[src/hdl/cpcr_pkg.sv]
// Package for the circle pair collision resolver.
// Fixed-point widths, pipeline depths and the stage sideband type.
// No dependencies.
`default_nettype none
package cpcr_pkg;

  localparam int FRAC_BITS   = 16;
  localparam int NSHIFT      = 28;
  localparam int GAIN_W      = 16;
  localparam logic [GAIN_W-1:0] GAIN_RESET = 16'd52429;
  localparam int RAD_W       = 16;
  localparam int RAD_SHIFT   = FRAC_BITS - 8;
  localparam int RSUM_W      = RAD_W + 1 + RAD_SHIFT;
  localparam int DIFF_W      = 33;
  localparam int SQ_W        = 2 * DIFF_W;
  localparam int ROOT_W      = DIFF_W;
  localparam int SQRT_STAGES = ROOT_W;
  localparam int REM_W       = ROOT_W + 4;
  localparam int Q_W         = NSHIFT + 1;
  localparam int DIV_STAGES  = Q_W;
  localparam int P_W         = DIFF_W + Q_W;
  localparam int S_W         = P_W + 2;
  localparam int CL_W        = S_W - NSHIFT;
  localparam int SUM_W       = CL_W + 2;
  localparam int LAT         = 3 + SQRT_STAGES + 1 + DIV_STAGES + 6;

  localparam logic [ROOT_W-1:0] ZERO_DIST = ROOT_W'((64'd1 << FRAC_BITS) / 100);
  localparam logic [31:0] SAT_MAX = 32'h7FFF_FFFF;
  localparam logic [31:0] SAT_MIN = 32'h8000_0000;

  typedef struct packed {
    logic [31:0]        ax;
    logic [31:0]        ay;
    logic [31:0]        avx;
    logic [31:0]        avy;
    logic [31:0]        bx;
    logic [31:0]        by;
    logic [31:0]        bvx;
    logic [31:0]        bvy;
    logic [RSUM_W-1:0]  rsum;
    logic [31:0]        aim;
    logic [31:0]        bim;
    logic [DIFF_W-1:0]  imsum;
    logic [DIFF_W-1:0]  mx;
    logic [DIFF_W-1:0]  my;
    logic               nx;
    logic               ny;
    logic [DIFF_W-1:0]  dvmx;
    logic [DIFF_W-1:0]  dvmy;
    logic               dvnx;
    logic               dvny;
    logic               zero;
    logic               contact;
    logic               active;
    logic [RSUM_W-1:0]  pen;
  } sb_t;

endpackage
`default_nettype wire

[src/hdl/cpcr_sqrt.sv]
// Pipelined floor square root, one result bit per stage.
// Depends on cpcr_pkg.
`default_nettype none
module cpcr_sqrt (
  input  wire logic                          clk,
  input  wire logic                          en,
  input  wire logic [cpcr_pkg::SQ_W-1:0]     radicand,
  output logic      [cpcr_pkg::ROOT_W-1:0]   root
);

  logic [cpcr_pkg::SQ_W-1:0]   val_q  [cpcr_pkg::SQRT_STAGES];
  logic [cpcr_pkg::REM_W-1:0]  rem_q  [cpcr_pkg::SQRT_STAGES];
  logic [cpcr_pkg::ROOT_W-1:0] root_q [cpcr_pkg::SQRT_STAGES];

  for (genvar k = 0; k < cpcr_pkg::SQRT_STAGES; k++) begin : g_stage
    logic [cpcr_pkg::SQ_W-1:0]   val_in;
    logic [cpcr_pkg::REM_W-1:0]  rem_in;
    logic [cpcr_pkg::ROOT_W-1:0] root_in;
    logic [cpcr_pkg::REM_W-1:0]  rem_sh;
    logic [cpcr_pkg::REM_W-1:0]  trial;
    logic                        ge;

    if (k == 0) begin : g_first
      assign val_in  = radicand;
      assign rem_in  = '0;
      assign root_in = '0;
    end else begin : g_next
      assign val_in  = val_q[k-1];
      assign rem_in  = rem_q[k-1];
      assign root_in = root_q[k-1];
    end

    assign rem_sh = {rem_in[cpcr_pkg::REM_W-3:0], val_in[cpcr_pkg::SQ_W-1 -: 2]};
    assign trial  = cpcr_pkg::REM_W'({root_in, 2'b01});
    assign ge     = rem_sh >= trial;

    always_ff @(posedge clk) begin
      if (en) begin
        val_q[k]  <= val_in << 2;
        rem_q[k]  <= ge ? rem_sh - trial : rem_sh;
        root_q[k] <= {root_in[cpcr_pkg::ROOT_W-2:0], ge};
      end
    end
  end

  assign root = root_q[cpcr_pkg::SQRT_STAGES-1];

endmodule
`default_nettype wire

[config.mk]
export PLATFORM = sky130hd
export DESIGN_NAME = cpcr_sqrt
export DESIGN_NICKNAME = d
export VERILOG_FILES = /design/src/hdl/cpcr_pkg.sv /design/src/hdl/cpcr_sqrt.sv
export SDC_FILE = /design/constraint.sdc
export NUM_CORES = 2
export LEC_CHECK = 0
export CAP_MARGIN = 40
export CORE_AREA = 2 2 562 564
export DETAILED_ROUTE_END_ITERATION = 6
export DIE_AREA = 0 0 564 566
export DONT_BUFFER_PORTS = 1
export GPL_ROUTABILITY_DRIVEN = 0
export SETUP_SLACK_MARGIN = 0.4
export SYNTH_ARGS = -nofsm -noshare
export SYNTH_HDL_FRONTEND = slang
export SYNTH_MEMORY_MAX_BITS = 65536
export SYNTH_SLANG_ARGS = --single-unit
[constraint.sdc]
create_clock -name clk -period 8.4 [get_ports clk]
set_clock_uncertainty 0.1 [all_clocks]
set_input_delay 0 -clock clk [delete_from_list [all_inputs] [get_ports clk]]
set_output_delay 0 -clock clk [all_outputs]
set_load 0.005 [all_outputs]
==> results.json <==
{
  "period_share_pct": 56.2,
  "post_synth_num_cell_types": 93,
  "post_cts_resized": 0,
  "synthArstFlopShare_pct": 0,
  "die_w_um": 564,
  "cts_tree": "done",
  "synth.top_cell.area_share_pct": 64.7,
  "cts_max_level": 5,
  "grt_pass1_wl_um": 405000,
  "io_buffers": 0,
  "post-route-worst-setup-slack_ns": 3.68,
  "critical-path-slowest-cell": "o41ai_1",
  "rsz0062_at_grt": "no",
  "wl_per_cell_um": 17.9,
  "core-area_mm2": 0.313,
  "io_pins": 101,
  "drc": 21,
  "syn_nets": 10300,
  "hold_viol_final": 0,
  "cts_setup_buffers": 0,
  "slew_headroom_pct": 9.02,
  "ys_top_cells_by_count": "edfxtp_1, inv_1, nand2_1",
  "maxCapViolCount": 0,
  "post-dp-hpwl_um": 179000,
  "vias": 75100,
  "avgSynthCellArea_um2": 13.0,
  "synth_area_mm2": 0.125,
  "status": "finished with violations",
  "tightest_slew_ns": 1.36,
  "rows": 206,
  "end_kind": "flip-flop",
  "die_h_um": 566,
  "fin_util_pct": 45.0,
  "final_nets": 10600,
  "hold_path_class": "input pin to flip-flop",
  "max_freq_ghz": 0.212,
  "syn_inst": 9606,
  "critical-path-max-stage-delay_ns": 0.79,
  "fillers": 27800,
  "synth-main-ff-cell": "edfxtp_1",
  "clockRootBuffer": "clkbuf_16",
  "violations": "design-rule violations",
  "slew_violations": 0,
  "yosysSeqAreaShare_pct": 64.7,
  "min_period_ns": 4.72,
  "powerDensity_mw_per_mm2": 275,
  "grt_max_degree": 270,
  "clk_latency_ns": 0.93,
  "setup_viol": 0,
  "yosysWarnings": 0,
  "cts_hold_buf": 136,
  "grt_overflow": 0,
  "required_ns": 8.97,
  "cp.arrival_ns": 5.29,
  "cp-start-kind": "flip-flop",
  "die_area_mm2": 0.319,
  "yosysTopAreaCell": "edfxtp_1",
  "path_max_fanout": 50,
  "irDropWorstVdd_uv": 173,
  "leakagePower_nw": 53.2,
  "cts.sink_count": 2684,
  "fin_setup_tns_ns": 0,
  "antenna_found_initial": 2,
  "firstDrtPassIters": 7,
  "initial_core_util_pct": 39.8,
  "ctsLongestPathBuffers": 4,
  "path_clk_slew_ns": 0.06,
  "grt_use_total_pct": 15.7,
  "drt_wl_total_um": 256000,
  "numCtsBuffers": 303,
  "drt-initial-drc-count": 5998,
  "cp_cell_sequence": "ha_1, o21ai_0, a22oi_1, a211oi_1, a21oi_1, a21boi_0, o41ai_1, a31oi_4, buf_4, nor3_1, o311ai_0, xnor2_1",
  "grt_pass1_vias": 74500,
  "yosysMostFrequentCell": "edfxtp_1",
  "synth-edff-count": 2684,
  "synth_area_leaders": "edfxtp_1, ha_1, xnor2_1",
  "crit_type": "flip-flop to flip-flop",
  "viasPerCell": 5.25,
  "ant_nets": 0,
  "synth_seq_cells": 2684,
  "area_delta_synth_final_pct": 13.1,
  "drive_gt1_share_pct": 6.32,
  "preCtsSetupSlack_ns": 3.76
}
## logic make-up (layout without fill, tap and decap cells)
group | after synthesis | in the layout | synth area share (%)
other | 1 | 4 | 0.00301
xor gates and xnor gates | 896 | 896 | 6.30
adders and majority gates | 596 | 596 | 5.98
DFF | 2684 | 2684 | 64.7
muxes | 84 | 84 | 0.758
and+or+nand+nor | 2485 | 2485 | 9.85
AOI/OAI and AO/OA | 1918 | 1918 | 9.57
buffers and inverters | 942 | 1478 | 2.85
## per-stage QoR
step / hold slack (ns) / total power (W) / cell area [µm²] / std cells
6_report: 0.142 / 0.0388 / 141000 / 14300
4_1_cts: 0.0511 / 0.0392 / 141000 / 14300
3_3_place_gp: -0.00108 / 0.0256 / 130000 / 13600
2_1_floorplan: -0.00113 / 0.0234 / 125000 / 9606
3_5_place_dp: -0.00109 / 0.0259 / 130000 / 13600
5_1_grt: 0.0805 / 0.0407 / 141000 / 14300
## final cells by class
cell class | count | area [µm²] | area share [%]
clock buffers | 365 | 7900 | 5.60
repair buffers | 178 | 1960 | 1.39
diodes | 3 | 7.51 | 0.00532
clock inverters | 169 | 1870 | 1.32
multi-input cells | 5980 | 40600 | 28.8
flip-flops and latches | 2684 | 80600 | 57.2
inverters | 766 | 2880 | 2.04
well taps | 4160 | 5200 | 3.69
## worst max-delay path: cells and delay by family, from the launching register on
| family | cells | cell delay (ns) |
|---|---|---|
| buffers and inverters | 1 | 0.31 |
| adder cells (fa/ha/maj) | 1 | 0.36 |
| XOR/XNOR | 1 | 0.19 |
| AND/OR/NAND/NOR | 1 | 0.55 |
| AO/OA/AOI/OAI | 8 | 2.58 |
| flip-flops | 1 | 0.39 |
## layout by cell type (no fill, tap or decap), types with 112 or more instances in the layout
cell type      instances
a21o_1               263
a21oi_1              565
clkbuf_16            307
dlygate4sd3_1        135
edfxtp_1            2684
ha_1                 596
inv_1                763
nand2_1              668
nand2b_1             121
nand3_1              154
nor2_1               588
nor3_1               218
nor4_1               121
o21ai_0              496
or3_1                112
xnor2_1              488
xor2_1               408
## worst paths after layout
| kind | from | to | slack, ns | cells past startpoint |
|---|---|---|---|---|
| min reg2reg | val_q[0][631] | val_q[0][697] | 0.29 | 0 |
| min | radicand[11] | val_q[0][11] | 0.14 | 2 |
| max | rem_q[0][814] | rem_q[0][882] | 3.68 | 12 |
| max reg2reg | rem_q[0][814] | rem_q[0][882] | 3.68 | 12 |
## state kept, by name (all words and copies together), names as in the netlist
| register | cells |
|---|---|
| root_q | 561 |
| val_q | 1056 |
| rem_q | 1067 |
## per-layer routing
metal	part of all wire [%]	global-route usage, %	wire [µm]	vias to the layer above
li1	-	-	-	36200
met1	42	19.3	107000	36300
met2	49	27.0	126000	1993
met3	4.5	2.43	11600	631
met4	4.5	6.86	11500	0
met5	0	0	0	-
## where the power goes
| part | leakage (nW) | switching (W) | total, W | internal, W |
|---|---|---|---|---|
| combinational | 22.6 | 0.00448 | 0.00769 | 0.00321 |
| clock | 4.74 | 0.00538 | 0.0130 | 0.00762 |
| sequential | 25.8 | 0.00112 | 0.0181 | 0.0169 |
| total | 53.2 | 0.0110 | 0.0388 | 0.0278 |
Power figures use the tool's default switching activity.
