### src/hdl/cpcr_pkg.sv
// Package for the circle pair collision resolver.
// Fixed-point widths, pipeline depths and the stage sideband type.
// No dependencies.
`default_nettype none
package cpcr_pkg;

  localparam int FRAC_BITS   = 16;
  localparam int NSHIFT      = 28;
  localparam int GAIN_W      = 16;
  localparam logic [GAIN_W-1:0] GAIN_RESET = 16'd52429;
  localparam int RAD_W       = 16;
  localparam int RAD_SHIFT   = FRAC_BITS - 8;
  localparam int RSUM_W      = RAD_W + 1 + RAD_SHIFT;
  localparam int DIFF_W      = 33;
  localparam int SQ_W        = 2 * DIFF_W;
  localparam int ROOT_W      = DIFF_W;
  localparam int SQRT_STAGES = ROOT_W;
  localparam int REM_W       = ROOT_W + 4;
  localparam int Q_W         = NSHIFT + 1;
  localparam int DIV_STAGES  = Q_W;
  localparam int P_W         = DIFF_W + Q_W;
  localparam int S_W         = P_W + 2;
  localparam int CL_W        = S_W - NSHIFT;
  localparam int SUM_W       = CL_W + 2;
  localparam int LAT         = 3 + SQRT_STAGES + 1 + DIV_STAGES + 6;

  localparam logic [ROOT_W-1:0] ZERO_DIST = ROOT_W'((64'd1 << FRAC_BITS) / 100);
  localparam logic [31:0] SAT_MAX = 32'h7FFF_FFFF;
  localparam logic [31:0] SAT_MIN = 32'h8000_0000;

  typedef struct packed {
    logic [31:0]        ax;
    logic [31:0]        ay;
    logic [31:0]        avx;
    logic [31:0]        avy;
    logic [31:0]        bx;
    logic [31:0]        by;
    logic [31:0]        bvx;
    logic [31:0]        bvy;
    logic [RSUM_W-1:0]  rsum;
    logic [31:0]        aim;
    logic [31:0]        bim;
    logic [DIFF_W-1:0]  imsum;
    logic [DIFF_W-1:0]  mx;
    logic [DIFF_W-1:0]  my;
    logic               nx;
    logic               ny;
    logic [DIFF_W-1:0]  dvmx;
    logic [DIFF_W-1:0]  dvmy;
    logic               dvnx;
    logic               dvny;
    logic               zero;
    logic               contact;
    logic               active;
    logic [RSUM_W-1:0]  pen;
  } sb_t;

endpackage
`default_nettype wire

### src/hdl/cpcr_div.sv
// Pipelined restoring divider, one quotient bit per stage.
// Quotient of (num << NSHIFT) / den for num <= den. Depends on cpcr_pkg.
`default_nettype none
module cpcr_div (
  input  wire logic                          clk,
  input  wire logic                          en,
  input  wire logic [cpcr_pkg::DIFF_W-1:0]   num,
  input  wire logic [cpcr_pkg::DIFF_W-1:0]   den,
  output logic      [cpcr_pkg::Q_W-1:0]      quo
);

  logic [cpcr_pkg::DIFF_W-1:0] r_q [cpcr_pkg::DIV_STAGES];
  logic [cpcr_pkg::DIFF_W-1:0] d_q [cpcr_pkg::DIV_STAGES];
  logic [cpcr_pkg::Q_W-1:0]    q_q [cpcr_pkg::DIV_STAGES];

  for (genvar k = 0; k < cpcr_pkg::DIV_STAGES; k++) begin : g_stage
    logic [cpcr_pkg::DIFF_W:0]   t;
    logic [cpcr_pkg::DIFF_W:0]   diff;
    logic [cpcr_pkg::DIFF_W-1:0] d_in;
    logic [cpcr_pkg::Q_W-1:0]    q_in;
    logic                        ge;

    if (k == 0) begin : g_first
      assign t    = {1'b0, num};
      assign d_in = den;
      assign q_in = '0;
    end else begin : g_next
      assign t    = {r_q[k-1], 1'b0};
      assign d_in = d_q[k-1];
      assign q_in = q_q[k-1];
    end

    assign diff = t - {1'b0, d_in};
    assign ge   = t >= {1'b0, d_in};

    always_ff @(posedge clk) begin
      if (en) begin
        r_q[k] <= ge ? diff[cpcr_pkg::DIFF_W-1:0] : t[cpcr_pkg::DIFF_W-1:0];
        d_q[k] <= d_in;
        q_q[k] <= {q_in[cpcr_pkg::Q_W-2:0], ge};
      end
    end
  end

  assign quo = q_q[cpcr_pkg::DIV_STAGES-1];

endmodule
`default_nettype wire

### config.mk
export PLATFORM = sky130hd
export DESIGN_NAME = cpcr_div
export DESIGN_NICKNAME = d
export VERILOG_FILES = /design/src/hdl/cpcr_pkg.sv /design/src/hdl/cpcr_div.sv
export SDC_FILE = /design/constraint.sdc
export NUM_CORES = 2
export LEC_CHECK = 0
export BUFFER_PORTS_ARGS = -buffer_cell sky130_fd_sc_hd__buf_2
export CORE_ASPECT_RATIO = 0.8
export CORE_MARGIN = 2
export CORE_UTILIZATION = 30
export CTS_BUF_LIST = sky130_fd_sc_hd__clkbuf_8
export CTS_CLUSTER_DIAMETER = 150
export DETAILED_ROUTE_END_ITERATION = 8
export PLACE_DENSITY_LB_ADDON = 0.2
export SETUP_SLACK_MARGIN = 0.02
export SYNTH_ARGS = -nofsm -noshare
export SYNTH_HDL_FRONTEND = slang
export SYNTH_SLANG_ARGS = --single-unit
export TNS_END_PERCENT = 20
### constraint.sdc
create_clock -name clk -period 3.5 [get_ports clk]
set_input_delay 0 -clock clk [delete_from_list [all_inputs] [get_ports clk]]
set_output_delay 0 -clock clk [all_outputs]
set_load 0.02 [all_outputs]
==> insert_results.sql <==
INSERT INTO impl_metrics (metric_group, metric, value, unit) VALUES
('status', 'run_status', 'finished, violations left', ''),
('status', 'violations_in_the_final_reports', 'negative setup slack', ''),
('logic_synthesis', 'number_of_synthesized_register_bits', '2283', ''),
('placed_design', 'post-dp-hpwl', '250', 'mm'),
('global_routing', 'initial_antenna_violation_count', '7', ''),
('clocking', 'cts-buffers-inserted', '397', ''),
('sta', 'timing.final.max_slew_violations', '0', ''),
('sta', 'finalWorstPathRequiredPeriod', '3.54', 'ns'),
('clocking', 'tritoncts', 'built', ''),
('logic_synthesis', 'synth-seq-area-share', '0.525', ''),
('clocking', 'insertion_delay', '1.14', 'ns'),
('logic_synthesis', 'synth_area_per_cell', '11.0', 'µm²'),
('floorplan', 'initial_utilization', '0.302', ''),
('critical_path', 'crit_fanout', '6', ''),
('sta', 'postLayoutSetupSlackWorst', '-0.0413', 'ns'),
('logic_synthesis', 'synth_async_sr_flop_share', '0', ''),
('drt', 'vias', '92427', ''),
('drt', 'postRouteAntennaNets', '0', ''),
('drt', 'drtIter0Drc', '6551', ''),
('logic_synthesis', 'synth_area_leader_cell', 'edfxtp_1', ''),
('final_layout', 'final.fill_count', '42961', ''),
('sta', 'total_of_endpoints_with_negative_setup_slack_in_the_final_report', '6', ''),
('logic_synthesis', 'synth-edff-count', '2283', ''),
('placed_design', 'dp.cells', '18293', ''),
('global_routing', 'global_route_wire_length_before_repair', '520', 'mm'),
('logic_synthesis', 'yosysWarningCount', '0', ''),
('sta', 'final.setup_skew', '0.0900', 'ns'),
('final_layout', 'synthToLayoutAreaGrowth', '20.1', '%'),
('floorplan', 'num_rows', '216', ''),
('critical_path', 'critPathCaptureType', 'register', ''),
('sta', 'tightest_slew', '1.07', 'ns'),
('critical_path', 'endpoint_required_time_on_the_critical_path', '4.37', 'ns'),
('drt', 'postRouteWirelength', '340', 'mm'),
('floorplan', 'floorplan.die_area', '0.441', 'mm²'),
('min_path', 'hold_path_depth', '3', ''),
('min_path', 'timing.hold.worst.start', 'den[18]', ''),
('critical_path', 'critical-path-max-stage-delay', '0.55', 'ns'),
('final_layout', 'final-instance-count-excl-fill', '19282', ''),
('global_routing', 'maximum_number_of_pins_on_one_net_before_global_route_repair', '166', ''),
('clocking', 'clock_tree.htree_level_count', '5', ''),
('critical_path', 'worst_ep_arrival_time', '4.41', 'ns'),
('floorplan', 'die_x', '742', 'µm'),
('critical_path', 'r2r.worst_path.cells', '11', ''),
('final_layout', 'nets', '14241', ''),
('critical_path', 'cpLargestDelayFamily', 'compound AO/OA/AOI/OAI gates', ''),
('sta', 'tns', '-0.0986', 'ns'),
('floorplan', 'core_region_area', '0.433', 'mm²'),
('floorplan', 'die_span_in_y', '594', 'µm'),
('min_path', 'worstHoldPathType', 'input port to register', ''),
('sta', 'slew_headroom', '0.285', ''),
('sta', 'clock.fmax', '282', 'MHz'),
('clocking', 'cts.clk_slew.worst_paths', '0.06', 'ns'),
('drt', 'route.detailed.drc', '0', ''),
('logic_synthesis', 'synth_ff_type', 'edfxtp_1', ''),
('final_layout', 'final_design_area_no_fill', '0.157', 'mm²'),
('power_and_ir_drop', 'power.ir.vdd_worst', '399', 'µV'),
('critical_path', 'reg2reg_slack', '-0.04', 'ns'),
('logic_synthesis', 'synthCells', '11844', ''),
('logic_synthesis', 'syn_nets', '12896', ''),
('critical_path', 'critPathKind', 'register to register', ''),
('clocking', 'cts.path.max_buffers', '4', ''),
('min_path', 'timing.hold.worst_endpoint', 'd_q[0][18]', ''),
('placed_design', 'placement.cell_area', '0.145', 'mm²'),
('logic_synthesis', 'top_cells_by_area_synth', 'edfxtp_1 52%, ha_1 9.2%, a21oi_1 3.8%, inv_1 3.4%, o21ai_0 3.2%', ''),
('final_layout', 'post_route_cells_drive_above_1_share', '0.168', ''),
('power_and_ir_drop', 'power.static_leakage', '64.8', 'nW'),
('drt', 'wire_per_inst', '17.6', 'µm'),
('power_and_ir_drop', 'power_density', '938', 'mW/mm²'),
('sta', 'timing_hold_violations_final', '0', ''),
('critical_path', 'launch_instance_of_the_worst_register_to_register_path', 'd_q[0][297]', ''),
('critical_path', 'path_buf_inv', '1', '');
==> cell usage after synthesis, types with 28 or more instances <==
| cell type | instances |
|---|---|
| a211oi_1 | 78 |
| a21o_1 | 497 |
| a21oi_1 | 1002 |
| a31oi_1 | 91 |
| and2_1 | 56 |
| and3_1 | 87 |
| buf_2 | 84 |
| clkbuf_1 | 239 |
| edfxtp_1 | 2283 |
| fa_1 | 28 |
| ha_1 | 956 |
| inv_1 | 1184 |
| mux2_2 | 276 |
| nand2_1 | 903 |
| nand2b_1 | 129 |
| nand3_1 | 197 |
| nand4_1 | 170 |
| nor2_1 | 644 |
| nor2b_1 | 170 |
| nor3_1 | 126 |
| nor4_1 | 43 |
| o211ai_1 | 44 |
| o21a_1 | 155 |
| o21ai_0 | 827 |
| o21bai_1 | 121 |
| o31a_1 | 39 |
| o31ai_1 | 86 |
| or3_1 | 32 |
| xnor2_1 | 444 |
| xor2_1 | 344 |
==> area by class of cell <==
cell class / count / area (µm²) / share of cell area
inverter: 1185 / 4450 / 0.0284
clock inverter: 311 / 2130 / 0.0135
clock buffer: 402 / 5530 / 0.0352
tap: 5777 / 7230 / 0.0460
sequential: 2283 / 68600 / 0.437
timing repair buffer: 1284 / 11000 / 0.0702
multi-input combinational: 8038 / 58100 / 0.370
antenna: 2 / 5.00 / 0.0000319
==> worst min-delay path, stage by stage <==
cell	delay [ns]
dlygate4sd3_1	0.52
buf_2	0.10
dlygate4sd3_1	0.58
==> worst max-delay path by stage <==
stage                      startpoint          end  depth (start not counted)
after global placement    r_q[0][297]  r_q[0][336]                         12
after global routing      r_q[0][264]  r_q[0][319]                         13
after detailed placement  r_q[0][189]  r_q[0][211]                         12
after CTS                 d_q[0][297]  r_q[0][352]                         12
after floorplan           d_q[0][462]  r_q[0][500]                         13
final                     d_q[0][297]  r_q[0][344]                         11
==> cell usage in the layout (no fill, tap or decap), types with 70 or more instances in the layout <==
cell type / count
xor2_1: 344
mux2_2: 263
buf_2: 95
a211oi_1: 70
clkbuf_8: 402
clkinv_1: 104
o21ai_0: 769
nand3_1: 194
inv_1: 1274
edfxtp_1: 2283
nor3_1: 123
dlygate4sd3_1: 182
nand2_1: 883
a31oi_1: 82
nor2_1: 642
nand2b_1: 128
o21bai_1: 117
o21a_1: 152
ha_1: 941
a21oi_1: 963
nand4_1: 170
xnor2_1: 444
buf_4: 907
and3_1: 85
nor2b_1: 151
a21o_1: 497
==> cells by family (layout without fill, tap and decap cells) <==
| group | Yosys count | count (layout) | synth area share |
|---|---|---|---|
| AO/OA/AOI/OAI | 3302 | 3303 | 0.159 |
| AND/OR/NAND/NOR | 2642 | 2642 | 0.0947 |
| flip-flops | 2283 | 2283 | 0.525 |
| buffers and inverters | 1524 | 3182 | 0.0449 |
| adder cells (fa/ha/maj) | 984 | 984 | 0.0958 |
| XOR/XNOR | 788 | 788 | 0.0528 |
| multiplexers | 321 | 321 | 0.0283 |
| other | 0 | 2 | 0 |
==> registers in the layout, indices dropped and copies added, names as in the netlist <==
signal and count:
q_q 435, r_q 924, d_q 924
==> per-layer routing <==
metal / vias up / share of wire / GRT usage
li1: 46111 / - / -
met1: 44045 / 0.49 / 0.211
met2: 1756 / 0.44 / 0.233
met3: 509 / 0.045 / 0.0199
met4: 6 / 0.022 / 0.0352
met5: - / 0.00014 / 0
==> power by group <==
part	switching, mW	leakage [nW]	internal (mW)
combinational	40.8	38.2	35.9
sequential	5.12	22.3	41.2
clock	11.7	4.25	12.7
total	57.6	64.8	89.7
==> what timing repair did <==
action | CTS | global route
gates resized for setup | 129 | 290
gates cloned | 10 | 17
setup buffers | 21 | 47
endpoints found under the hold margin | 2350 | 0
pin swaps | 30 | 94
endpoints found under the setup margin | 347 | 772
hold buffers | 182 | 0
Note: power is estimated with default switching activity, not from simulation.
